`src/rtl/mwt_pkg.sv`:
```
`default_nettype none

package mwt_pkg;

   localparam int LANES       = 5;
   localparam int MEDIAN_RANK = 2;
   localparam int RANK_W      = 3;

   localparam int DEAD_W  = 12;
   localparam int HOLD_W  = 32;
   localparam int TIME_W  = 48;
   localparam int TURN_W  = 32;
   localparam int DIR_W   = 2;
   localparam int CSR_IDX_W  = 2;
   localparam int CSR_DATA_W = 32;

   localparam logic [DEAD_W-1:0] DEAD_MAX_RESET       = 12'd80;
   localparam logic [DEAD_W-1:0] WRAP_MIN_DELTA_RESET = 12'd300;
   localparam logic [HOLD_W-1:0] MOTION_HOLD_RESET    = 32'd1000000;
   localparam logic [TURN_W-1:0] TURN_SCALE           = 32'd1000;

   // direction codes, any code with the top bit set counts as reverse
   localparam logic [DIR_W-1:0] DIR_NONE    = 2'b00;
   localparam logic [DIR_W-1:0] DIR_FORWARD = 2'b01;

   typedef enum logic [CSR_IDX_W-1:0] {
      CSR_DEAD_MAX       = 2'd0,
      CSR_WRAP_MIN_DELTA = 2'd1,
      CSR_MOTION_HOLD_US = 2'd2
   } csr_index_type;

   typedef struct packed {
      logic [DEAD_W-1:0] dead_max;
      logic [DEAD_W-1:0] wrap_min_delta;
      logic [HOLD_W-1:0] motion_hold_us;
   } cfg_type;

endpackage

`default_nettype wire

```
`src/rtl/mwt_if.sv`:
```
`default_nettype none

interface mwt_req_if #(
   parameter int ADC_BITS = 12
);
   logic                valid;
   logic                ready;
   logic [ADC_BITS-1:0] sample_0;
   logic [ADC_BITS-1:0] sample_1;
   logic [ADC_BITS-1:0] sample_2;
   logic [ADC_BITS-1:0] sample_3;
   logic [ADC_BITS-1:0] sample_4;
   logic [4:0]          sample_fail_mask;
   logic signed [1:0]   requested_dir;
   logic signed [1:0]   drive_dir;
   logic                zero_request;
   logic [47:0]         time_us;

   modport source (
      output valid, sample_0, sample_1, sample_2, sample_3, sample_4,
             sample_fail_mask, requested_dir, drive_dir, zero_request, time_us,
      input  ready
   );
   modport sink (
      input  valid, sample_0, sample_1, sample_2, sample_3, sample_4,
             sample_fail_mask, requested_dir, drive_dir, zero_request, time_us,
      output ready
   );
endinterface

interface mwt_rsp_if #(
   parameter int ADC_BITS = 12
);
   logic                valid;
   logic                ready;
   logic [ADC_BITS-1:0] median_sample;
   logic [ADC_BITS-1:0] filtered_level;
   logic signed [31:0]  turn_thousandths;
   logic                dead_zone_flag;

   modport source (
      output valid, median_sample, filtered_level, turn_thousandths, dead_zone_flag,
      input  ready
   );
   modport sink (
      input  valid, median_sample, filtered_level, turn_thousandths, dead_zone_flag,
      output ready
   );
endinterface

interface mwt_csr_if;
   logic        valid;
   logic        ready;
   logic [1:0]  index;
   logic [31:0] data;

   modport source (output valid, index, data, input ready);
   modport sink (input valid, index, data, output ready);
endinterface

`default_nettype wire

```
`src/rtl/mwt_lane.sv`:
```
`default_nettype none

module mwt_lane
   import mwt_pkg::*;
#(
   parameter int ADC_BITS = 12,
   parameter int LANE     = 0
) (
   input  wire logic [LANES-1:0][ADC_BITS-1:0] level_vec,
   output logic                                is_median
);

   logic [RANK_W-1:0] rank;

   // rank with ties broken by lane order, so exactly one lane sits in the middle
   always_comb begin
      logic below;
      rank = '0;
      for (int j = 0; j < LANES; j++) begin
         below = 1'b0;
         if (j != LANE) begin
            below = (level_vec[j] < level_vec[LANE]) ||
                    ((level_vec[j] == level_vec[LANE]) && (j < LANE));
         end
         rank = rank + RANK_W'(below);
      end
   end

   assign is_median = (rank == RANK_W'(MEDIAN_RANK));

endmodule

`default_nettype wire

```
`src/rtl/mwt_track.sv`:
```
`default_nettype none

module mwt_track
   import mwt_pkg::*;
#(
   parameter int ADC_BITS = 12
) (
   input  wire logic                                clock,
   input  wire logic                                reset,
   input  wire logic                                accept,
   input  wire cfg_type                             cfg,
   input  wire logic [LANES-1:0][ADC_BITS-1:0]      level_vec,
   input  wire logic [LANES-1:0]                    lane_median,
   input  wire logic [DIR_W-1:0]                    requested_dir,
   input  wire logic [DIR_W-1:0]                    drive_dir,
   input  wire logic                                zero_request,
   input  wire logic [TIME_W-1:0]                   time_us,
   output logic      [ADC_BITS-1:0]                 last_raw,
   output logic      [ADC_BITS-1:0]                 raw,
   output logic      [ADC_BITS-1:0]                 filter_next,
   output logic      [TURN_W-1:0]                   turns_next,
   output logic                                     dead
);

   localparam int LW = (ADC_BITS > DEAD_W) ? ADC_BITS : DEAD_W;
   localparam int XW = LW + 1;
   localparam int SW = ADC_BITS + 2;

   logic [ADC_BITS-1:0] last_raw_ff, last_raw_in;
   logic [ADC_BITS-1:0] filter_ff, filter_in;
   logic [TURN_W-1:0]   acc_ff, acc_in;
   logic [TURN_W-1:0]   turns_ff, turns_in;
   logic [ADC_BITS-1:0] last_good_ff, last_good_in;
   logic [ADC_BITS-1:0] entry_ff, entry_in;
   logic                good_seen_ff, good_seen_in;
   logic                entry_known_ff, entry_known_in;
   logic                in_dead_ff, in_dead_in;
   logic [DIR_W-1:0]    motion_dir_ff, motion_dir_in;
   logic [TIME_W-1:0]   motion_time_ff, motion_time_in;

   logic [TIME_W-1:0]   elapsed;
   logic                hold;
   logic [DIR_W-1:0]    dir;
   logic                dir_fwd, dir_rev;
   logic [XW-1:0]       raw_x, entry_x, delta_x;
   logic                jump_up, jump_down, leaving;
   logic [SW-1:0]       filter_sum;
   logic [TURN_W-1:0]   acc_base;

   // merge: the one lane holding the middle rank drives the raw level
   always_comb begin
      raw = '0;
      for (int i = 0; i < LANES; i++) begin
         raw = raw | (lane_median[i] ? level_vec[i] : '0);
      end
   end

   assign motion_dir_in  = (drive_dir != DIR_NONE) ? drive_dir : motion_dir_ff;
   assign motion_time_in = (drive_dir != DIR_NONE) ? time_us : motion_time_ff;

   assign elapsed = time_us - motion_time_in;
   // time running backwards keeps the hold in force
   assign hold = (time_us < motion_time_in) ||
                 ((elapsed[TIME_W-1:HOLD_W] == '0) &&
                  (elapsed[HOLD_W-1:0] <= cfg.motion_hold_us));
   assign dir = (requested_dir != DIR_NONE) ? requested_dir :
                (hold ? motion_dir_in : DIR_NONE);
   assign dir_fwd = (dir == DIR_FORWARD);
   assign dir_rev = dir[DIR_W-1];

   assign filter_sum = {2'b00, filter_ff} + {1'b0, filter_ff, 1'b0} +
                       {2'b00, raw} + SW'(2);
   assign filter_in  = (filter_ff == '0) ? raw : filter_sum[SW-1:2];

   assign raw_x   = XW'(raw);
   assign entry_x = XW'(entry_ff);
   assign delta_x = XW'(cfg.wrap_min_delta);
   assign dead    = (raw_x <= XW'(cfg.dead_max));

   assign jump_up   = raw_x > (entry_x + delta_x);
   assign jump_down = entry_x > (raw_x + delta_x);
   assign leaving   = !dead && in_dead_ff && entry_known_ff;

   assign acc_base = zero_request ? '0 : acc_ff;

   always_comb begin
      acc_in = acc_base;
      if (leaving && dir_fwd && jump_up) begin
         acc_in = acc_base + TURN_SCALE;
      end else if (leaving && dir_rev && jump_down) begin
         acc_in = acc_base - TURN_SCALE;
      end
   end

   // turns are frozen inside the dead zone, only a zero request clears them
   assign turns_in = dead ? (zero_request ? '0 : turns_ff) : acc_in;

   assign entry_in       = (dead && !in_dead_ff && good_seen_ff) ? last_good_ff : entry_ff;
   assign entry_known_in = dead ? (entry_known_ff || (!in_dead_ff && good_seen_ff)) : 1'b0;
   assign in_dead_in     = dead;
   assign good_seen_in   = good_seen_ff || !dead;
   assign last_good_in   = dead ? last_good_ff : raw;
   assign last_raw_in    = raw;

   always_ff @(posedge clock) begin
      if (reset) begin
         last_raw_ff    <= '0;
         filter_ff      <= '0;
         acc_ff         <= '0;
         turns_ff       <= '0;
         last_good_ff   <= '0;
         entry_ff       <= '0;
         good_seen_ff   <= 1'b0;
         entry_known_ff <= 1'b0;
         in_dead_ff     <= 1'b0;
         motion_dir_ff  <= DIR_NONE;
         motion_time_ff <= '0;
      end else if (accept) begin
         last_raw_ff    <= last_raw_in;
         filter_ff      <= filter_in;
         acc_ff         <= acc_in;
         turns_ff       <= turns_in;
         last_good_ff   <= last_good_in;
         entry_ff       <= entry_in;
         good_seen_ff   <= good_seen_in;
         entry_known_ff <= entry_known_in;
         in_dead_ff     <= in_dead_in;
         motion_dir_ff  <= motion_dir_in;
         motion_time_ff <= motion_time_in;
      end
   end

   assign last_raw    = last_raw_ff;
   assign filter_next = filter_in;
   assign turns_next  = turns_in;

   a_one_median: assert property (@(posedge clock) disable iff (reset)
      accept |-> $onehot(lane_median))
      else $error("median lanes not one-hot");

   a_entry_in_dead: assert property (@(posedge clock) disable iff (reset)
      entry_known_ff |-> in_dead_ff)
      else $error("entry level latched outside dead zone");

   a_zero_in_dead: assert property (@(posedge clock) disable iff (reset)
      (accept && zero_request && dead) |=> (turns_ff == '0))
      else $error("zero request in dead zone left turns set");

   a_good_seen: assert property (@(posedge clock) disable iff (reset)
      (accept && !dead) |=> (good_seen_ff && (last_good_ff == $past(raw))))
      else $error("last good level not captured");

endmodule

`default_nettype wire

```
`src/rtl/multiturn_pot_wrap_tracker.sv`:
```
// Multiturn potentiometer wrap tracker. Each request carries five converter
// samples; failed ones take the previous raw level, five rank lanes pick the
// median, and one tracking stage runs the 3/4 filter, the dead-zone latch and
// the wrap counter. A request is taken every clock cycle and its response
// appears in the output register in the cycle after acceptance; the output
// register frees on the same edge it is read, so throughput is one request
// per cycle and only rsp backpressure stalls the input. The rate is set by the
// tracking stage, whose state feeds the next request's failed-sample
// substitution. Registers: 0 dead_max, 1 wrap_min_delta, 2 motion_hold_us;
// csr writes are always accepted and should be made while the block is idle.
`default_nettype none

module multiturn_pot_wrap_tracker
   import mwt_pkg::*;
#(
   parameter int ADC_BITS = 12
) (
   input wire logic clock,
   input wire logic reset,
   mwt_req_if.sink  req,
   mwt_rsp_if.source rsp,
   mwt_csr_if.sink  csr
);

   cfg_type cfg_ff, cfg_in;

   logic                          accept;
   logic [LANES-1:0][ADC_BITS-1:0] sample_vec;
   logic [LANES-1:0][ADC_BITS-1:0] level_vec;
   logic [LANES-1:0]              lane_median;
   logic [ADC_BITS-1:0]           last_raw;
   logic [ADC_BITS-1:0]           raw;
   logic [ADC_BITS-1:0]           filter_next;
   logic [TURN_W-1:0]             turns_next;
   logic                          dead;

   logic                rsp_valid_ff, rsp_valid_in;
   logic [ADC_BITS-1:0] median_ff;
   logic [ADC_BITS-1:0] filtered_ff;
   logic [TURN_W-1:0]   turns_ff;
   logic                dead_flag_ff;

   // configuration registers
   assign csr.ready = 1'b1;

   always_comb begin
      cfg_in = cfg_ff;
      if (csr.valid) begin
         unique case (csr_index_type'(csr.index))
            CSR_DEAD_MAX:       cfg_in.dead_max       = csr.data[DEAD_W-1:0];
            CSR_WRAP_MIN_DELTA: cfg_in.wrap_min_delta = csr.data[DEAD_W-1:0];
            CSR_MOTION_HOLD_US: cfg_in.motion_hold_us = csr.data[HOLD_W-1:0];
            default:            cfg_in = cfg_ff;
         endcase
      end
   end

   always_ff @(posedge clock) begin
      if (reset) begin
         cfg_ff.dead_max       <= DEAD_MAX_RESET;
         cfg_ff.wrap_min_delta <= WRAP_MIN_DELTA_RESET;
         cfg_ff.motion_hold_us <= MOTION_HOLD_RESET;
      end else begin
         cfg_ff <= cfg_in;
      end
   end

   // request side
   assign req.ready = !rsp_valid_ff || rsp.ready;
   assign accept    = req.valid && req.ready;

   assign sample_vec[0] = req.sample_0;
   assign sample_vec[1] = req.sample_1;
   assign sample_vec[2] = req.sample_2;
   assign sample_vec[3] = req.sample_3;
   assign sample_vec[4] = req.sample_4;

   for (genvar i = 0; i < LANES; i++) begin : g_lane
      // a failed sample stands in with the previous raw level
      assign level_vec[i] = req.sample_fail_mask[i] ? last_raw : sample_vec[i];

      mwt_lane #(
         .ADC_BITS (ADC_BITS),
         .LANE     (i)
      ) u_lane (
         .level_vec (level_vec),
         .is_median (lane_median[i])
      );
   end

   mwt_track #(
      .ADC_BITS (ADC_BITS)
   ) u_track (
      .clock         (clock),
      .reset         (reset),
      .accept        (accept),
      .cfg           (cfg_ff),
      .level_vec     (level_vec),
      .lane_median   (lane_median),
      .requested_dir (req.requested_dir),
      .drive_dir     (req.drive_dir),
      .zero_request  (req.zero_request),
      .time_us       (req.time_us),
      .last_raw      (last_raw),
      .raw           (raw),
      .filter_next   (filter_next),
      .turns_next    (turns_next),
      .dead          (dead)
   );

   // response register
   assign rsp_valid_in = accept ? 1'b1 : (rsp.ready ? 1'b0 : rsp_valid_ff);

   always_ff @(posedge clock) begin
      if (reset) begin
         rsp_valid_ff <= 1'b0;
      end else begin
         rsp_valid_ff <= rsp_valid_in;
      end
   end

   always_ff @(posedge clock) begin
      if (accept) begin
         median_ff    <= raw;
         filtered_ff  <= filter_next;
         turns_ff     <= turns_next;
         dead_flag_ff <= dead;
      end
   end

   assign rsp.valid            = rsp_valid_ff;
   assign rsp.median_sample    = median_ff;
   assign rsp.filtered_level   = filtered_ff;
   assign rsp.turn_thousandths = turns_ff;
   assign rsp.dead_zone_flag   = dead_flag_ff;

endmodule

`default_nettype wire
```
`src/flat_wrapper.sv`:
```
// flat-port wrapper written by rule: the top's interface ports become plain ports
module multiturn_pot_wrap_tracker_flat import mwt_pkg::*;
#(
   parameter int ADC_BITS = 12
)
  (clock, reset, req_valid, req_sample_0, req_sample_1, req_sample_2, req_sample_3, req_sample_4, req_sample_fail_mask, req_requested_dir, req_drive_dir, req_zero_request, req_time_us, req_ready, rsp_valid, rsp_median_sample, rsp_filtered_level, rsp_turn_thousandths, rsp_dead_zone_flag, rsp_ready, csr_valid, csr_index, csr_data, csr_ready);
  mwt_req_if #(.ADC_BITS(ADC_BITS)) req_i ();
  mwt_rsp_if #(.ADC_BITS(ADC_BITS)) rsp_i ();
  mwt_csr_if csr_i ();
  input wire logic clock;
  input wire logic reset;
  input wire logic [$bits(req_i.valid)-1:0] req_valid;
  input wire logic [$bits(req_i.sample_0)-1:0] req_sample_0;
  input wire logic [$bits(req_i.sample_1)-1:0] req_sample_1;
  input wire logic [$bits(req_i.sample_2)-1:0] req_sample_2;
  input wire logic [$bits(req_i.sample_3)-1:0] req_sample_3;
  input wire logic [$bits(req_i.sample_4)-1:0] req_sample_4;
  input wire logic [$bits(req_i.sample_fail_mask)-1:0] req_sample_fail_mask;
  input wire logic [$bits(req_i.requested_dir)-1:0] req_requested_dir;
  input wire logic [$bits(req_i.drive_dir)-1:0] req_drive_dir;
  input wire logic [$bits(req_i.zero_request)-1:0] req_zero_request;
  input wire logic [$bits(req_i.time_us)-1:0] req_time_us;
  output wire logic [$bits(req_i.ready)-1:0] req_ready;
  output wire logic [$bits(rsp_i.valid)-1:0] rsp_valid;
  output wire logic [$bits(rsp_i.median_sample)-1:0] rsp_median_sample;
  output wire logic [$bits(rsp_i.filtered_level)-1:0] rsp_filtered_level;
  output wire logic [$bits(rsp_i.turn_thousandths)-1:0] rsp_turn_thousandths;
  output wire logic [$bits(rsp_i.dead_zone_flag)-1:0] rsp_dead_zone_flag;
  input wire logic [$bits(rsp_i.ready)-1:0] rsp_ready;
  input wire logic [$bits(csr_i.valid)-1:0] csr_valid;
  input wire logic [$bits(csr_i.index)-1:0] csr_index;
  input wire logic [$bits(csr_i.data)-1:0] csr_data;
  output wire logic [$bits(csr_i.ready)-1:0] csr_ready;
  assign req_i.valid = req_valid;
  assign req_i.sample_0 = req_sample_0;
  assign req_i.sample_1 = req_sample_1;
  assign req_i.sample_2 = req_sample_2;
  assign req_i.sample_3 = req_sample_3;
  assign req_i.sample_4 = req_sample_4;
  assign req_i.sample_fail_mask = req_sample_fail_mask;
  assign req_i.requested_dir = req_requested_dir;
  assign req_i.drive_dir = req_drive_dir;
  assign req_i.zero_request = req_zero_request;
  assign req_i.time_us = req_time_us;
  assign req_ready = req_i.ready;
  assign rsp_valid = rsp_i.valid;
  assign rsp_median_sample = rsp_i.median_sample;
  assign rsp_filtered_level = rsp_i.filtered_level;
  assign rsp_turn_thousandths = rsp_i.turn_thousandths;
  assign rsp_dead_zone_flag = rsp_i.dead_zone_flag;
  assign rsp_i.ready = rsp_ready;
  assign csr_i.valid = csr_valid;
  assign csr_i.index = csr_index;
  assign csr_i.data = csr_data;
  assign csr_ready = csr_i.ready;
  multiturn_pot_wrap_tracker #(.ADC_BITS(ADC_BITS)) u_core (.clock(clock), .reset(reset), .req(req_i), .rsp(rsp_i), .csr(csr_i));
endmodule
```
`config.mk`:
```
export PLATFORM = sky130hd
export DESIGN_NAME = multiturn_pot_wrap_tracker_flat
export DESIGN_NICKNAME = d
export VERILOG_FILES = /design/src/rtl/mwt_pkg.sv /design/src/rtl/mwt_if.sv /design/src/rtl/mwt_lane.sv /design/src/rtl/mwt_track.sv /design/src/rtl/multiturn_pot_wrap_tracker.sv /design/src/flat_wrapper.sv
export SDC_FILE = /design/constraint.sdc
export NUM_CORES = 1
export LEC_CHECK = 0
export ABC_AREA = 1
export CAP_MARGIN = 40
export CELL_PAD_IN_SITES_DETAIL_PLACEMENT = 0
export CELL_PAD_IN_SITES_GLOBAL_PLACEMENT = 1
export CORE_MARGIN = 8
export CORE_UTILIZATION = 40
export CTS_CLUSTER_DIAMETER = 30
export DETAILED_ROUTE_END_ITERATION = 8
export DONT_BUFFER_PORTS = 1
export GPL_TIMING_DRIVEN = 0
export PLACE_DENSITY = 0.76
export SLEW_MARGIN = 20
export SYNTH_ARGS = -nofsm -noshare
export SYNTH_HDL_FRONTEND = slang
export SYNTH_SLANG_ARGS = --single-unit
```
`constraint.sdc`:
```
create_clock -name clock -period 14.75 [get_ports clock]
set_input_delay 2.2125 -clock clock [delete_from_list [all_inputs] [get_ports clock]]
set_output_delay 2.2125 -clock clock [all_outputs]
set_load 0.01 [all_outputs]
```
==> flow_summary.rst, run 1 <==
.. list-table::
   :header-rows: 1

   * - Metric
     - Value
   * - Crit path max fanout
     - 10
   * - Max Clock Skew
     - 0.03958 ns
   * - Number of instances resized during post-cts repair
     - 0
   * - Endpoint arrival time on the critical path
     - 11.77 ns
   * - Synth Area in Compound Gates
     - 0.1582
   * - Synthesized-area fraction occupied by xor and xnor cells
     - 0.02392
   * - Cells taking the most area after synthesis
     - sky130_fd_sc_hd__dfxtp_1 19%, sky130_fd_sc_hd__ha_1 15%, sky130_fd_sc_hd__nand2_1 12%
   * - Required time worst endpoint
     - 15.10 ns
   * - Run status
     - completed
   * - Clock latency on the worst-skew pair
     - 0.61 ns
   * - Reg2Reg Setup Slack
     - 4.93 ns
   * - Relative slew slack
     - 0.4197
   * - Clock buffers created by TritonCTS
     - 76
   * - Total GRT Usage
     - 0.2344
   * - Sequential element share of the synthesized area
     - 0.2587
   * - Cell with the most instances on the worst path
     - sky130_fd_sc_hd__a21oi_1
   * - Setup TNS Final
     - 0 ns
   * - Pin count of the biggest net entering global routing
     - 35
   * - Fillcell total
     - 6114
   * - Async SR Flop Fraction
     - 0
   * - Longest Clk Path Bufs
     - 3
   * - Congestion Overflow GR
     - 0
   * - Final weighted congestion in routability-driven placement
     - 0.9359
   * - Die span in x
     - 259.9 um
   * - Post-synthesis share of cell area spent on and, or, nand and nor gates
     - 0.2592
   * - Highest cell delay on the worst timing path
     - 0.64 ns
   * - Final worst path period need
     - 11.42 ns
   * - Syn-to-layout area delta
     - 15.75%
   * - Syn_area_per_cell
     - 6.737 um^2
   * - Core box area
     - 0.05891 mm^2
   * - Post-CTS Hold Fix Bufs
     - 0
   * - Final layout net count
     - 4094
   * - Via count of the first global-routing pass
     - 22000
   * - Post-DR wirelength/cell
     - 18.09 um
   * - Final count of negative-setup-slack endpoints
     - 0
   * - First-pass GRT wire length
     - 124500 um
   * - Dominant synthesized flop cell
     - sky130_fd_sc_hd__dfxtp_1
   * - Post-synthesis cell type with the largest combined area
     - sky130_fd_sc_hd__dfxtp_1
   * - Clk Tree Root Cell
     - sky130_fd_sc_hd__clkbuf_16
   * - DRT Pass-1 Iters
     - 5
   * - Quantity of I/O buffers inserted on ports
     - 0
   * - Drt initial violations
     - 1432
   * - Share of final-layout standard cells stronger than drive strength 1
     - 0.06585
   * - Slew at the pin closest to its max-slew limit
     - 0.8613 ns
   * - Adder-cell share of the synthesized area
     - 0.1676
   * - Final-report max-slew violation count
     - 0
   * - CTS tree
     - built
   * - Clock transition at the registers of the reported paths
     - 0.05 ns
   * - Synthesized net count
     - 3997
   * - Overall via count from detail_route
     - 22720
   * - Max-capacitance violation count
     - 0
   * - Total of warnings raised by yosys
     - 0
   * - Type of the worst min-delay path
     - flop to flop
   * - I/O pins
     - 217
   * - Number of clock sinks seen by CTS
     - 279
   * - Area of the die
     - 0.06755 mm^2
   * - Netlist area before placement
     - 0.02380 mm^2
   * - Top-area cell type share of the netlist area
     - 0.1868
   * - Die Ht
     - 259.9 um
   * - Total Wirelength
     - 80770 um
   * - Count of flip-flops with a built-in enable after synthesis
     - 57
   * - Main combinational cell family by area after synthesis
     - simple AND/OR/NAND/NOR gates
   * - Number of H-tree levels
     - 3
   * - Initial core utilization
     - 0.4039
   * - Critical-path top delay cell
     - sky130_fd_sc_hd__o21ai_0
   * - Post-Synthesis Cells
     - 3532
   * - Vias per std cell
     - 5.089
   * - Residual DRC
     - 0
   * - RSZ-0062 raised after global routing
     - false
   * - Endpoint class of the critical path
     - flop
   * - Final Hold Vio Count
     - 0
   * - Std cell rows
     - 89
   * - Sequential standard cell area
     - 0.006156 mm^2
   * - Kind of critical path
     - primary input to flop
   * - Antenna-violating nets left
     - 0
   * - Maximum clock frequency
     - 87.56 MHz
   * - Combined area of the multi-input logic cells
     - 0.01502 mm^2
   * - Final worst path period share
     - 0.7743
   * - Initial antenna violation count
     - 4
   * - Mux share of post-synthesis cell area
     - 0.01977
   * - Number of distinct library cells after synthesis
     - 60
   * - HPWL after DPL
     - 65640 um
   * - Total of flip-flops plus latches after synthesis
     - 279
   * - Setup crit start kind
     - primary input
   * - Setup fix buffers added after clock tree synthesis
     - 0
==> per-stage QoR <==
stage	hold slack [ns]	setup slack, ns	cell area [um^2]	std cells	utilization
detailed placement	0.4493	2.817	24930	4318	0.4232
finish	0.4549	3.330	27540	4465	0.4676
CTS	0.4557	3.432	27500	4457	0.4668
global route	0.4722	2.621	27540	4463	0.4675
floorplan	0.4350	5.396	23800	3532	-
global placement	0.4478	2.265	24760	4305	0.4204
==> cells in the mapped netlist (all sizes together) (3+ instances only) <==
cell and count:
nand2 786, inv 587, nor2 332, a21oi 299
ha 290, o21ai 273, nand3 229, dfxtp 222
clkbuf 81, edfxtp 57, xor2 50, mux2i 47
o211ai 46, nor3 34, buf 30, nand4 26
fa 18, nor4 18, xnor2 15, o21bai 12
a211oi 11, nand3b 8, o21a 8, o31ai 8
and2 7, o22ai 7, a221oi 5, a21o 4
a31oi 4, nor3b 3
==> final timing paths <==
path / startpoint / to / cells after the start
setup / recovery: req_sample_fail_mask[4] / u_core.rsp.turn_thousandths[19]$_DFFE_PP_ / 45
hold / removal: u_core.u_track.acc_ff[2]$_SDFFE_PP0P_ / u_core.u_track.acc_ff[2]$_SDFFE_PP0P_ / 2
setup reg to reg: u_core.u_track.last_raw[9]$_SDFFE_PP0P_ / u_core.rsp.turn_thousandths[19]$_DFFE_PP_ / 44
hold reg to reg: u_core.u_track.acc_ff[2]$_SDFFE_PP0P_ / u_core.u_track.acc_ff[2]$_SDFFE_PP0P_ / 2
==> sequential cells by signal, summed over array words and instances, names as in the netlist, 2 cells and up <==
name / flops
u_core.cfg_ff: 56
u_core.rsp.filtered_level: 12
u_core.rsp.median_sample: 12
u_core.rsp.turn_thousandths: 32
u_core.u_track.acc_ff: 32
u_core.u_track.entry_ff: 12
u_core.u_track.filter_ff: 12
u_core.u_track.last_good_ff: 12
u_core.u_track.last_raw: 12
u_core.u_track.motion_dir_ff: 2
u_core.u_track.motion_time_ff: 48
u_core.u_track.turns_ff: 32
==> kinds of logic after synthesis <==
| kind of cell | after synthesis |
|---|---|
| and+or+nand+nor | 1446 |
| buffers and inverters | 700 |
| AOI/OAI and AO/OA | 686 |
| adders and majority gates | 308 |
| DFF | 279 |
| xor gates and xnor gates | 65 |
| muxes | 47 |
| other | 1 |
==> worst max-delay path, delay by kind of cell <==
kind / cells / cell delay [ns]
compound gates: 14 / 2.84
xor+xnor: 1 / 0.15
fa+ha+maj: 6 / 1.98
buf+inv: 9 / 2.20
simple gates: 15 / 2.40
==> placed cells by master (no fill, tap or decap), types with 7 or more instances in the layout <==
cell                        instances
sky130_fd_sc_hd__o21a_1             8
sky130_fd_sc_hd__a21oi_2           10
sky130_fd_sc_hd__a21oi_1          289
sky130_fd_sc_hd__clkbuf_8           9
sky130_fd_sc_hd__clkbuf_1          93
sky130_fd_sc_hd__xor2_1            50
sky130_fd_sc_hd__buf_2             12
sky130_fd_sc_hd__inv_1            577
sky130_fd_sc_hd__buf_4             10
sky130_fd_sc_hd__edfxtp_1          57
sky130_fd_sc_hd__xnor2_1           15
sky130_fd_sc_hd__nand3_1          209
sky130_fd_sc_hd__nand2_1          768
sky130_fd_sc_hd__nand2_2           17
sky130_fd_sc_hd__nand3_2           20
sky130_fd_sc_hd__dfxtp_1          222
sky130_fd_sc_hd__o31ai_1            8
sky130_fd_sc_hd__inv_2             10
sky130_fd_sc_hd__clkinv_2          13
sky130_fd_sc_hd__fa_1              18
sky130_fd_sc_hd__nor2_1           320
sky130_fd_sc_hd__nor3_1            31
sky130_fd_sc_hd__o22ai_1            7
sky130_fd_sc_hd__mux2i_1           47
sky130_fd_sc_hd__ha_1             290
sky130_fd_sc_hd__o21ai_1            8
sky130_fd_sc_hd__o211ai_1          46
sky130_fd_sc_hd__a211oi_1          11
sky130_fd_sc_hd__nor2_2             9
sky130_fd_sc_hd__nor4_1             9
sky130_fd_sc_hd__buf_1             18
sky130_fd_sc_hd__nand4_1           26
sky130_fd_sc_hd__clkbuf_16         80
sky130_fd_sc_hd__nor4_2             9
sky130_fd_sc_hd__o21bai_1          11
sky130_fd_sc_hd__o21ai_0          264
==> routing by layer <==
| layer | GRT usage | up-vias | wire length [um] |
|---|---|---|---|
| met1 | 0.2991 | 10200 | 35860 |
| met4 | 0.09135 | 6 | 3086 |
| met5 | 0 | - | 31 |
| met2 | 0.3891 | 590 | 37040 |
| li1 | - | 11780 | - |
| met3 | 0.04245 | 151 | 4749 |
==> layout make-up <==
| type | instances | share of cell area |
|---|---|---|
| Antenna cell | 2 | 0.0001817 |
| Buffer | 111 | 0.01694 |
| Clock buffer | 102 | 0.07895 |
| Clock inverter | 37 | 0.01445 |
| Inverter | 589 | 0.08027 |
| Multi-Input combinational cell | 2553 | 0.5452 |
| Sequential cell | 279 | 0.2235 |
| Tap cell | 773 | 0.03511 |
| Timing Repair Buffer | 19 | 0.005451 |
Power of run 1 is not shown: default switching activity piles up to over one toggle a cycle in this logic, so the estimate is an artifact.
==> run 2: changes to the inputs <==
==> constraint.sdc (replaced) <==
create_clock -name clock -period 11.37 [get_ports clock]
set_input_delay 1.7055 -clock clock [delete_from_list [all_inputs] [get_ports clock]]
set_output_delay 1.7055 -clock clock [all_outputs]
set_load 0.01 [all_outputs]
==> run 2 against run 1 <==
  * Non-clock buffer count unchanged
  * Critical path type unchanged
  * Highest routed layer unchanged
  * Final area is essentially flat
  * Critical endpoint unchanged
  * Count of clock-buffer cells in the layout unchanged
  * Global-route usage is the same
==> flow_summary.rst, run 2 (synthesis gave the netlist of run 1 again) <==
.. list-table::
   :header-rows: 1

   * - Metric
     - Value
   * - Depth of the worst register-to-register path
     - 47 (+6.8%)
   * - Leading cell type in the layout, fill and taps excluded
     - sky130_fd_sc_hd__nand2_1
   * - Kind of critical path
     - primary input to flop
   * - Quantity of I/O buffers inserted on ports
     - 0 (unchanged)
   * - Final count of negative-setup-slack endpoints
     - 0 (unchanged)
   * - First-pass GRT wire length
     - 124500 um (unchanged)
   * - Placed cell areas
     - 0.02493 mm^2 (unchanged)
   * - Final layout net count
     - 4094 (unchanged)
   * - Number of standard cells in the layout, taps in and fillers out
     - 4464 (-0.022%)
   * - Required time worst endpoint
     - 11.72 ns (-3.38 ns)
   * - Endpoint arrival time on the critical path
     - 10.96 ns (-0.81 ns)
   * - Overall via count from detail_route
     - 22720 (-0.018%)
   * - Highest cell delay on the worst timing path
     - 0.61 ns (-0.03 ns)
   * - Antenna-violating nets left
     - 0 (unchanged)
   * - Die Ht
     - 259.9 um (unchanged)
   * - CTS tree
     - built
   * - Run status
     - completed
   * - Slew at the pin closest to its max-slew limit
     - 0.8586 ns (-0.002768 ns)
   * - Max Clock Skew
     - 0.03958 ns (-0.000005200 ns)
   * - Register containing the most flip-flops in the final layout
     - u_core.cfg_ff
   * - Biggest registers after layout
     - u_core.cfg_ff x56, u_core.u_track.motion_time_ff x48
   * - Clock latency on the worst-skew pair
     - 0.61 ns (about the same)
   * - Endpoint class of the critical path
     - flop
   * - Total GRT Usage
     - 0.2344 (unchanged)
   * - Maximum clock frequency
     - 94.33 MHz
   * - Critical-path top delay cell
     - sky130_fd_sc_hd__o21ai_0
   * - Reg-to-reg critical path endpoint
     - u_core.rsp.turn_thousandths[19]$_DFFE_PP_
   * - WHS Path Cells
     - 2 (unchanged)
   * - Number of instances resized during post-cts repair
     - 0 (unchanged)
   * - Minimum setup slack in the final design
     - 0.7693 ns (-2.560 ns)
   * - Clk Tree Root Cell
     - sky130_fd_sc_hd__clkbuf_16
   * - Final-report max-slew violation count
     - 0 (unchanged)
   * - Share of final-layout standard cells stronger than drive strength 1
     - 0.06612 (+0.0002710)
   * - Std cell rows
     - 89 (unchanged)
   * - Reg2Reg Setup Slack
     - 1.82 ns (-3.11 ns)
   * - Number of clock sinks seen by CTS
     - 279 (unchanged)
   * - Setup fix buffers added after clock tree synthesis
     - 0 (unchanged)
   * - Clock buffers created by TritonCTS
     - 76 (unchanged)
   * - Clock transition at the registers of the reported paths
     - 0.05 ns (about the same)
   * - Drt initial violations
     - 1432 (unchanged)
   * - Largest register FFs
     - 56 (unchanged)
   * - Die span in x
     - 259.9 um (unchanged)
   * - Type of the worst min-delay path
     - flop to flop
   * - Final Hold Vio Count
     - 0 (unchanged)
   * - Pin count of the biggest net entering global routing
     - 35 (unchanged)
   * - Core box area
     - 0.05891 mm^2 (unchanged)
   * - Post-DR wirelength/cell
     - 18.08 um (about the same)
   * - Crit path max fanout
     - 10 (unchanged)
   * - Setup TNS Final
     - 0 ns (unchanged)
   * - Area of the die
     - 0.06755 mm^2 (unchanged)
   * - Final worst path period need
     - 10.60 ns
   * - Place WS
     - -0.05607 ns (-2.873 ns)
   * - Worst hold endpoint
     - u_core.u_track.acc_ff[2]$_SDFFE_PP0P_
   * - Final weighted congestion in routability-driven placement
     - 0.9359 (unchanged)
   * - Longest Clk Path Bufs
     - 3 (unchanged)
   * - Vias per std cell
     - 5.090 (about the same)
   * - Post-CTS Hold Fix Bufs
     - 0 (unchanged)
   * - Final worst path period share
     - 0.9323
   * - Top library cells by usage in the layout, fill and taps aside
     - 768 x sky130_fd_sc_hd__nand2_1, 577 x sky130_fd_sc_hd__inv_1, 320 x sky130_fd_sc_hd__nor2_1
   * - Total Wirelength
     - 80730 um (about the same)
   * - Post-layout instance area
     - 0.02755 mm^2 (about the same)
   * - Max-capacitance violation count
     - 0 (unchanged)
   * - Relative slew slack
     - 0.4216 (+0.001864)
   * - Initial core utilization
     - 0.4039 (unchanged)
   * - Inst Count DP
     - 4318 (unchanged)
   * - DRT Pass-1 Iters
     - 6 (+1)
   * - Residual DRC
     - 0 (unchanged)
   * - Number of H-tree levels
     - 3 (unchanged)
   * - Critical hold path startpoint
     - u_core.u_track.acc_ff[2]$_SDFFE_PP0P_
   * - I/O pins
     - 217 (unchanged)
   * - Syn-to-layout area delta
     - 15.76% (about the same)
   * - R2r startpoint
     - u_core.u_track.last_raw[11]$_SDFFE_PP0P_
   * - RSZ-0062 raised after global routing
     - false
   * - HPWL after DPL
     - 65640 um (unchanged)
   * - Via count of the first global-routing pass
     - 22000 (unchanged)
   * - Congestion Overflow GR
     - 0 (unchanged)
   * - Setup crit start kind
     - primary input
   * - Initial antenna violation count
     - 4 (unchanged)
-- run 2: changes by cell type in the layout (fill, tap and decap cells not counted) --
| cell | previous run | this run |
|---|---|---|
| sky130_fd_sc_hd__nor3b_1 | 3 | 2 |
| sky130_fd_sc_hd__diode_2 | 2 | 1 |
| sky130_fd_sc_hd__nor3b_2 | 0 | 1 |
-- run 2: routing by layer --
metal	routed length (um)	vias up	GRT usage	share of wire
met3	4617	149	0.04245	0.057
met1	35930	10210	0.2991	0.45
met2	37080	568	0.3891	0.46
li1	-	11780	-	-
met5	31	-	0	0.00038
met4	3067	6	0.09135	0.038
-- run 2: how the worst max path moves through the flow --
stage,from,end,slack (ns)
2_1_floorplan,req_sample_fail_mask[2],u_core.rsp.turn_thousandths[29]$_DFFE_PP_,2.52
3_3_place_gp,req_sample_fail_mask[4],u_core.u_track.turns_ff[30]$_SDFFE_PP0P_,-0.61
3_5_place_dp,req_sample_fail_mask[4],u_core.rsp.turn_thousandths[19]$_DFFE_PP_,-0.06
4_1_cts,req_sample_fail_mask[4],u_core.rsp.turn_thousandths[19]$_DFFE_PP_,0.56
5_1_grt,req_sample_fail_mask[3],u_core.rsp.turn_thousandths[15]$_DFFE_PP_,0.02
6_report,req_sample_fail_mask[3],u_core.rsp.turn_thousandths[19]$_DFFE_PP_,0.77
-- run 2: cell type report --
class                      instances  area [um^2]
antenna                            1        2.502
buffer                           111        466.7
clock buffer                     102         2175
clock inverter                    37        397.9
fill                            6117        31360
inverter                         589         2211
multi-input combinational       2553        15020
sequential                       279         6156
tap                              773        967.2
timing repair buffer              19        150.1
-- run 2: worst max-delay path: cells and delay by family --
| family | cells | cell delay, ns |
|---|---|---|
| simple gates | 15 | 2.63 |
| compound gates | 13 | 2.44 |
| buf+inv | 9 | 2.07 |
| fa+ha+maj | 6 | 1.93 |
| xor+xnor | 1 | 0.15 |
-- run 2: stage by stage --
stage / util / hold slack, ns
after floorplan: - / 0.4350
after global placement: 0.4204 / 0.4478
after detailed placement: 0.4232 / 0.4493
after CTS: 0.4668 / 0.4557
after global routing: 0.4676 / 0.4722
final: 0.4676 / 0.4549
Power of run 2 is left out for the same reason.
==> run 3: changes to the inputs <==
--- a/config.mk
+++ b/config.mk
@@ -9,14 +9,15 @@
 export CAP_MARGIN = 40
 export CELL_PAD_IN_SITES_DETAIL_PLACEMENT = 0
 export CELL_PAD_IN_SITES_GLOBAL_PLACEMENT = 1
-export CORE_MARGIN = 8
 export CORE_UTILIZATION = 40
 export CTS_CLUSTER_DIAMETER = 30
 export DETAILED_ROUTE_END_ITERATION = 8
 export DONT_BUFFER_PORTS = 1
 export GPL_TIMING_DRIVEN = 0
 export PLACE_DENSITY = 0.76
+export SKIP_LAST_GASP = 1
 export SLEW_MARGIN = 20
 export SYNTH_ARGS = -nofsm -noshare
 export SYNTH_HDL_FRONTEND = slang
+export SYNTH_HIERARCHICAL = 1
 export SYNTH_SLANG_ARGS = --single-unit
==> run 3 against run 2 <==
  * First-iteration DRC count up 29%
  * Non-clock buffer count up 2
  * Register-to-register slack worse by 0.18 ns
  * Clock skew up 0.0044 ns
  * Fmax up 0.29%
  * Cell count up 16%
  * Final area up 16%
  * Global-route usage up 3.4 points
  * Sequential share of layout area down 3.1 points
  * Via count up 17%
  * Hold slack worse by 0.0072 ns
  * Critical path type unchanged
  * Sequential cell count unchanged
==> flow_summary.rst, run 3 <==
.. list-table::
   :header-rows: 1

   * - Metric
     - Value
   * - Endpoint arrival time on the critical path
     - 11.06 ns (+0.10 ns)
   * - Top library cells by usage in the layout, fill and taps aside
     - 976 x sky130_fd_sc_hd__nand2_1, 702 x sky130_fd_sc_hd__inv_1, 391 x sky130_fd_sc_hd__ha_1
   * - Crit path max fanout
     - 10 (unchanged)
   * - Residual DRC
     - 0 (unchanged)
   * - Register containing the most flip-flops in the final layout
     - u_core/cfg_ff
   * - Number of clock sinks seen by CTS
     - 279 (unchanged)
   * - Required time worst endpoint
     - 11.86 ns (+0.14 ns)
   * - Count of flip-flops with a built-in enable after synthesis
     - 57 (unchanged)
   * - Die span in x
     - 266.0 um (+2.3%)
   * - I/O pins
     - 217 (unchanged)
   * - Kind of critical path
     - primary input to flop
   * - Final count of negative-setup-slack endpoints
     - 0 (unchanged)
   * - Setup crit start kind
     - primary input
   * - Number of H-tree levels
     - 3 (unchanged)
   * - Vias per std cell
     - 5.101 (+0.22%)
   * - Critical hold path startpoint
     - u_core/u_track/acc_ff[1]$_SDFFE_PP0P_
   * - Antenna-violating nets left
     - 0 (unchanged)
   * - Sequential element share of the synthesized area
     - 0.2208 (-0.03790)
   * - Hold slack final
     - 0.4476 ns (-0.007236 ns)
   * - Largest register FFs
     - 56 (unchanged)
   * - Clock transition at the registers of the reported paths
     - 0.05 ns (about the same)
   * - Number of distinct library cells after synthesis
     - 59 (-1.7%)
   * - Netlist area before placement
     - 0.02788 mm^2 (+17%)
   * - Total of flip-flops plus latches after synthesis
     - 279 (unchanged)
   * - Max Clock Skew
     - 0.04401 ns (+0.004437 ns)
   * - Via count of the first global-routing pass
     - 25110 (+14%)
   * - Final layout net count
     - 4771 (+17%)
   * - Met1 usage in global routing
     - 0.3589 (+0.05975)
   * - Clock buffers created by TritonCTS
     - 80 (+5.3%)
   * - Total GRT Usage
     - 0.2687 (+0.03436)
   * - Met2 track utilization from global routing
     - 0.4214 (+0.03232)
   * - Congestion Overflow GR
     - 0 (unchanged)
   * - Post-synthesis cell type with the largest combined area
     - sky130_fd_sc_hd__ha_1
   * - Biggest registers after layout
     - u_core/cfg_ff x56, u_core/u_track/motion_time_ff x48
   * - Top-area cell type share of the netlist area
     - 0.1755 (-0.01129)
   * - Number of standard cells in the layout, taps in and fillers out
     - 5197 (+16%)
   * - Reg2Reg Setup Slack
     - 1.64 ns (-0.18 ns)
   * - Final-report max-slew violation count
     - 0 (unchanged)
   * - Type of the worst min-delay path
     - flop to flop
   * - Async SR Flop Fraction
     - 0 (unchanged)
   * - Clk Tree Root Cell
     - sky130_fd_sc_hd__clkbuf_16
   * - Syn_area_per_cell
     - 6.773 um^2 (+0.54%)
   * - First-pass GRT wire length
     - 146100 um (+17%)
   * - Top post-synthesis cells by count
     - 976 x sky130_fd_sc_hd__nand2_1, 702 x sky130_fd_sc_hd__inv_1, 391 x sky130_fd_sc_hd__ha_1, 367 x sky130_fd_sc_hd__nor2_1, 249 x sky130_fd_sc_hd__a21oi_1
   * - Die Ht
     - 266.0 um (+2.3%)
   * - Core Util, Final
     - 0.4641 (-0.003542)
   * - Cells taking the most area after synthesis
     - sky130_fd_sc_hd__ha_1 18%, sky130_fd_sc_hd__dfxtp_1 16%, sky130_fd_sc_hd__nand2_1 13%
   * - WHS Path Cells
     - 2 (unchanged)
   * - Quantity of I/O buffers inserted on ports
     - 0 (unchanged)
   * - Core box area
     - 0.06883 mm^2 (+17%)
   * - Longest Clk Path Bufs
     - 3 (unchanged)
   * - Worst hold endpoint
     - u_core/u_track/acc_ff[1]$_SDFFE_PP0P_
   * - CTS tree
     - built
   * - Global routing's busiest layer
     - met2
   * - Max-capacitance violation count
     - 0 (unchanged)
   * - Area of the die
     - 0.07076 mm^2 (+4.8%)
   * - Inst Count DP
     - 5054 (+17%)
   * - Initial antenna violation count
     - 2 (-2)
   * - Std cell rows
     - 96 (+7.9%)
   * - Final worst path period share
     - 0.9297 (-0.002685)
   * - Slew at the pin closest to its max-slew limit
     - 0.9212 ns (+0.06264 ns)
   * - Final Hold Vio Count
     - 0 (unchanged)
   * - Share of final-layout standard cells stronger than drive strength 1
     - 0.08955 (+0.02342)
   * - Run status
     - completed
   * - Cell with the most instances on the worst path
     - sky130_fd_sc_hd__nand2_1
   * - Number of instances resized during post-cts repair
     - 0 (unchanged)
   * - Critical-path top delay cell
     - sky130_fd_sc_hd__nor3b_1
   * - Initial core utilization
     - 0.4051 (+0.001126)
   * - R2r startpoint
     - u_core/u_track/last_raw[10]$_SDFFE_PP0P_
   * - Leading cell type in the layout, fill and taps excluded
     - sky130_fd_sc_hd__nand2_1
   * - Dominant synthesized flop cell
     - sky130_fd_sc_hd__dfxtp_1
   * - RSZ-0062 raised after global routing
     - false
   * - Final worst path period need
     - 10.57 ns (-0.03053 ns)
   * - Maximum clock frequency
     - 94.61 MHz (+0.29%)
   * - Met3 usage in global routing
     - 0.05980 (+0.01735)
   * - Synthesized net count
     - 4682 (+17%)
   * - Total Wirelength
     - 95450 um (+18%)
   * - Highest cell delay on the worst timing path
     - 0.66 ns (+0.05 ns)
   * - Drt initial violations
     - 1850 (+29%)
   * - HPWL after DPL
     - 75220 um (+15%)
   * - Pin count of the biggest net entering global routing
     - 23 (-34%)
   * - Most common cell in the netlist
     - sky130_fd_sc_hd__nand2_1
   * - Relative slew slack
     - 0.3700 (-0.05159)
   * - Overall via count from detail_route
     - 26510 (+17%)
   * - Setup TNS Final
     - 0 ns (unchanged)
   * - Post-CTS Hold Fix Bufs
     - 0 (unchanged)
   * - DRT Pass-1 Iters
     - 5 (-1)
   * - Endpoint class of the critical path
     - flop
   * - Final weighted congestion in routability-driven placement
     - 0.9399 (+0.43%)
   * - Fillcell total
     - 7230 (+18%)
   * - Clock latency on the worst-skew pair
     - 0.62 ns (about the same)
   * - Depth of the worst register-to-register path
     - 43 (-8.5%)
   * - Reg-to-reg critical path endpoint
     - u_core/rsp.turn_thousandths[7]$_DFFE_PP_
   * - Post-DR wirelength/cell
     - 18.37 um (+1.6%)
   * - Final antenna diode count
     - 0 (-1)
   * - Post-Synthesis Cells
     - 4116 (+17%)
   * - Setup fix buffers added after clock tree synthesis
     - 0 (unchanged)
   * - Syn-to-layout area delta
     - 14.57%
   * - Total of warnings raised by yosys
     - 6 (+6)
## run 3: cell types whose count changed in the layout (fill, tap and decap cells not counted), sizes merged, moves of 23 or more
| cell | change |
|---|---|
| nand2 | +225 |
| inv | +143 |
| o21ai | -126 |
| ha | +101 |
| mux2 | +60 |
| nor2 | +58 |
| nand4 | +44 |
| o211ai | +41 |
| xor2 | +34 |
| a21oi | -23 |
## run 3: per-layer routing
| layer | share of wire | vias up |
|---|---|---|
| li1 | - | 13540 |
| met1 | 0.46 | 12010 |
| met2 | 0.44 | 776 |
| met3 | 0.071 | 185 |
| met4 | 0.035 | 2 |
| met5 | 0.000094 | - |
## run 3: cell families (layout without fill, tap and decap cells)
kind of cell             Yosys count  count (layout)  share of synthesized area
AND/OR/NAND/NOR                 1758            1758                     0.2706
buffers and inverters            862            1012                     0.1198
AO/OA/AOI/OAI                    602             602                     0.1287
adder cells (fa/ha/maj)          409             409                     0.1884
flip-flops                       279             279                     0.2208
XOR/XNOR                         107             107                    0.03361
multiplexers                      98              98                    0.03788
other                              1               1                  0.0001345
## run 3: cell type report
type	count	area, um^2	share of cell area
clock inverter	49	631.9	0.01978
buffer	125	576.8	0.01806
sequential	279	6156	0.1927
timing repair buffer	7	115.1	0.003604
clock buffer	94	2136	0.06687
tap	931	1165	0.03647
inverter	737	2766	0.08661
multi-input combinational	2975	18390	0.5759
## run 3: worst max-delay path, delay by kind of cell
family          cells  cell delay [ns]
xor+xnor            1             0.18
simple gates       17             2.24
compound gates     10             2.22
buf+inv            10             2.05
fa+ha+maj           7             2.12
mux                 1             0.51
## run 3: worst max-delay path by stage
stage	startpoint	to	slack (ns)	cells past startpoint
3_3_place_gp	req_sample_fail_mask[2]	u_core/rsp.turn_thousandths[7]$_DFFE_PP_	0.21	46
2_1_floorplan	req_sample_fail_mask[0]	u_core/rsp.turn_thousandths[13]$_DFFE_PP_	2.53	45
3_5_place_dp	req_sample_fail_mask[2]	u_core/u_track/turns_ff[12]$_SDFFE_PP0P_	0.26	46
5_1_grt	req_sample_fail_mask[2]	u_core/rsp.turn_thousandths[7]$_DFFE_PP_	0.08	46
6_report	req_sample_fail_mask[2]	u_core/rsp.turn_thousandths[7]$_DFFE_PP_	0.80	46
4_1_cts	req_sample_fail_mask[2]	u_core/rsp.turn_thousandths[7]$_DFFE_PP_	0.89	46
## run 3: per-stage QoR
stage	worst slack [ns]	area, um^2
finish	0.7998	31940
global route	0.08125	31940
CTS	0.8864	31940
detailed placement	0.2578	29170
global placement	0.2130	29040
floorplan	2.526	27880
Power of run 3 is left out for the same reason.
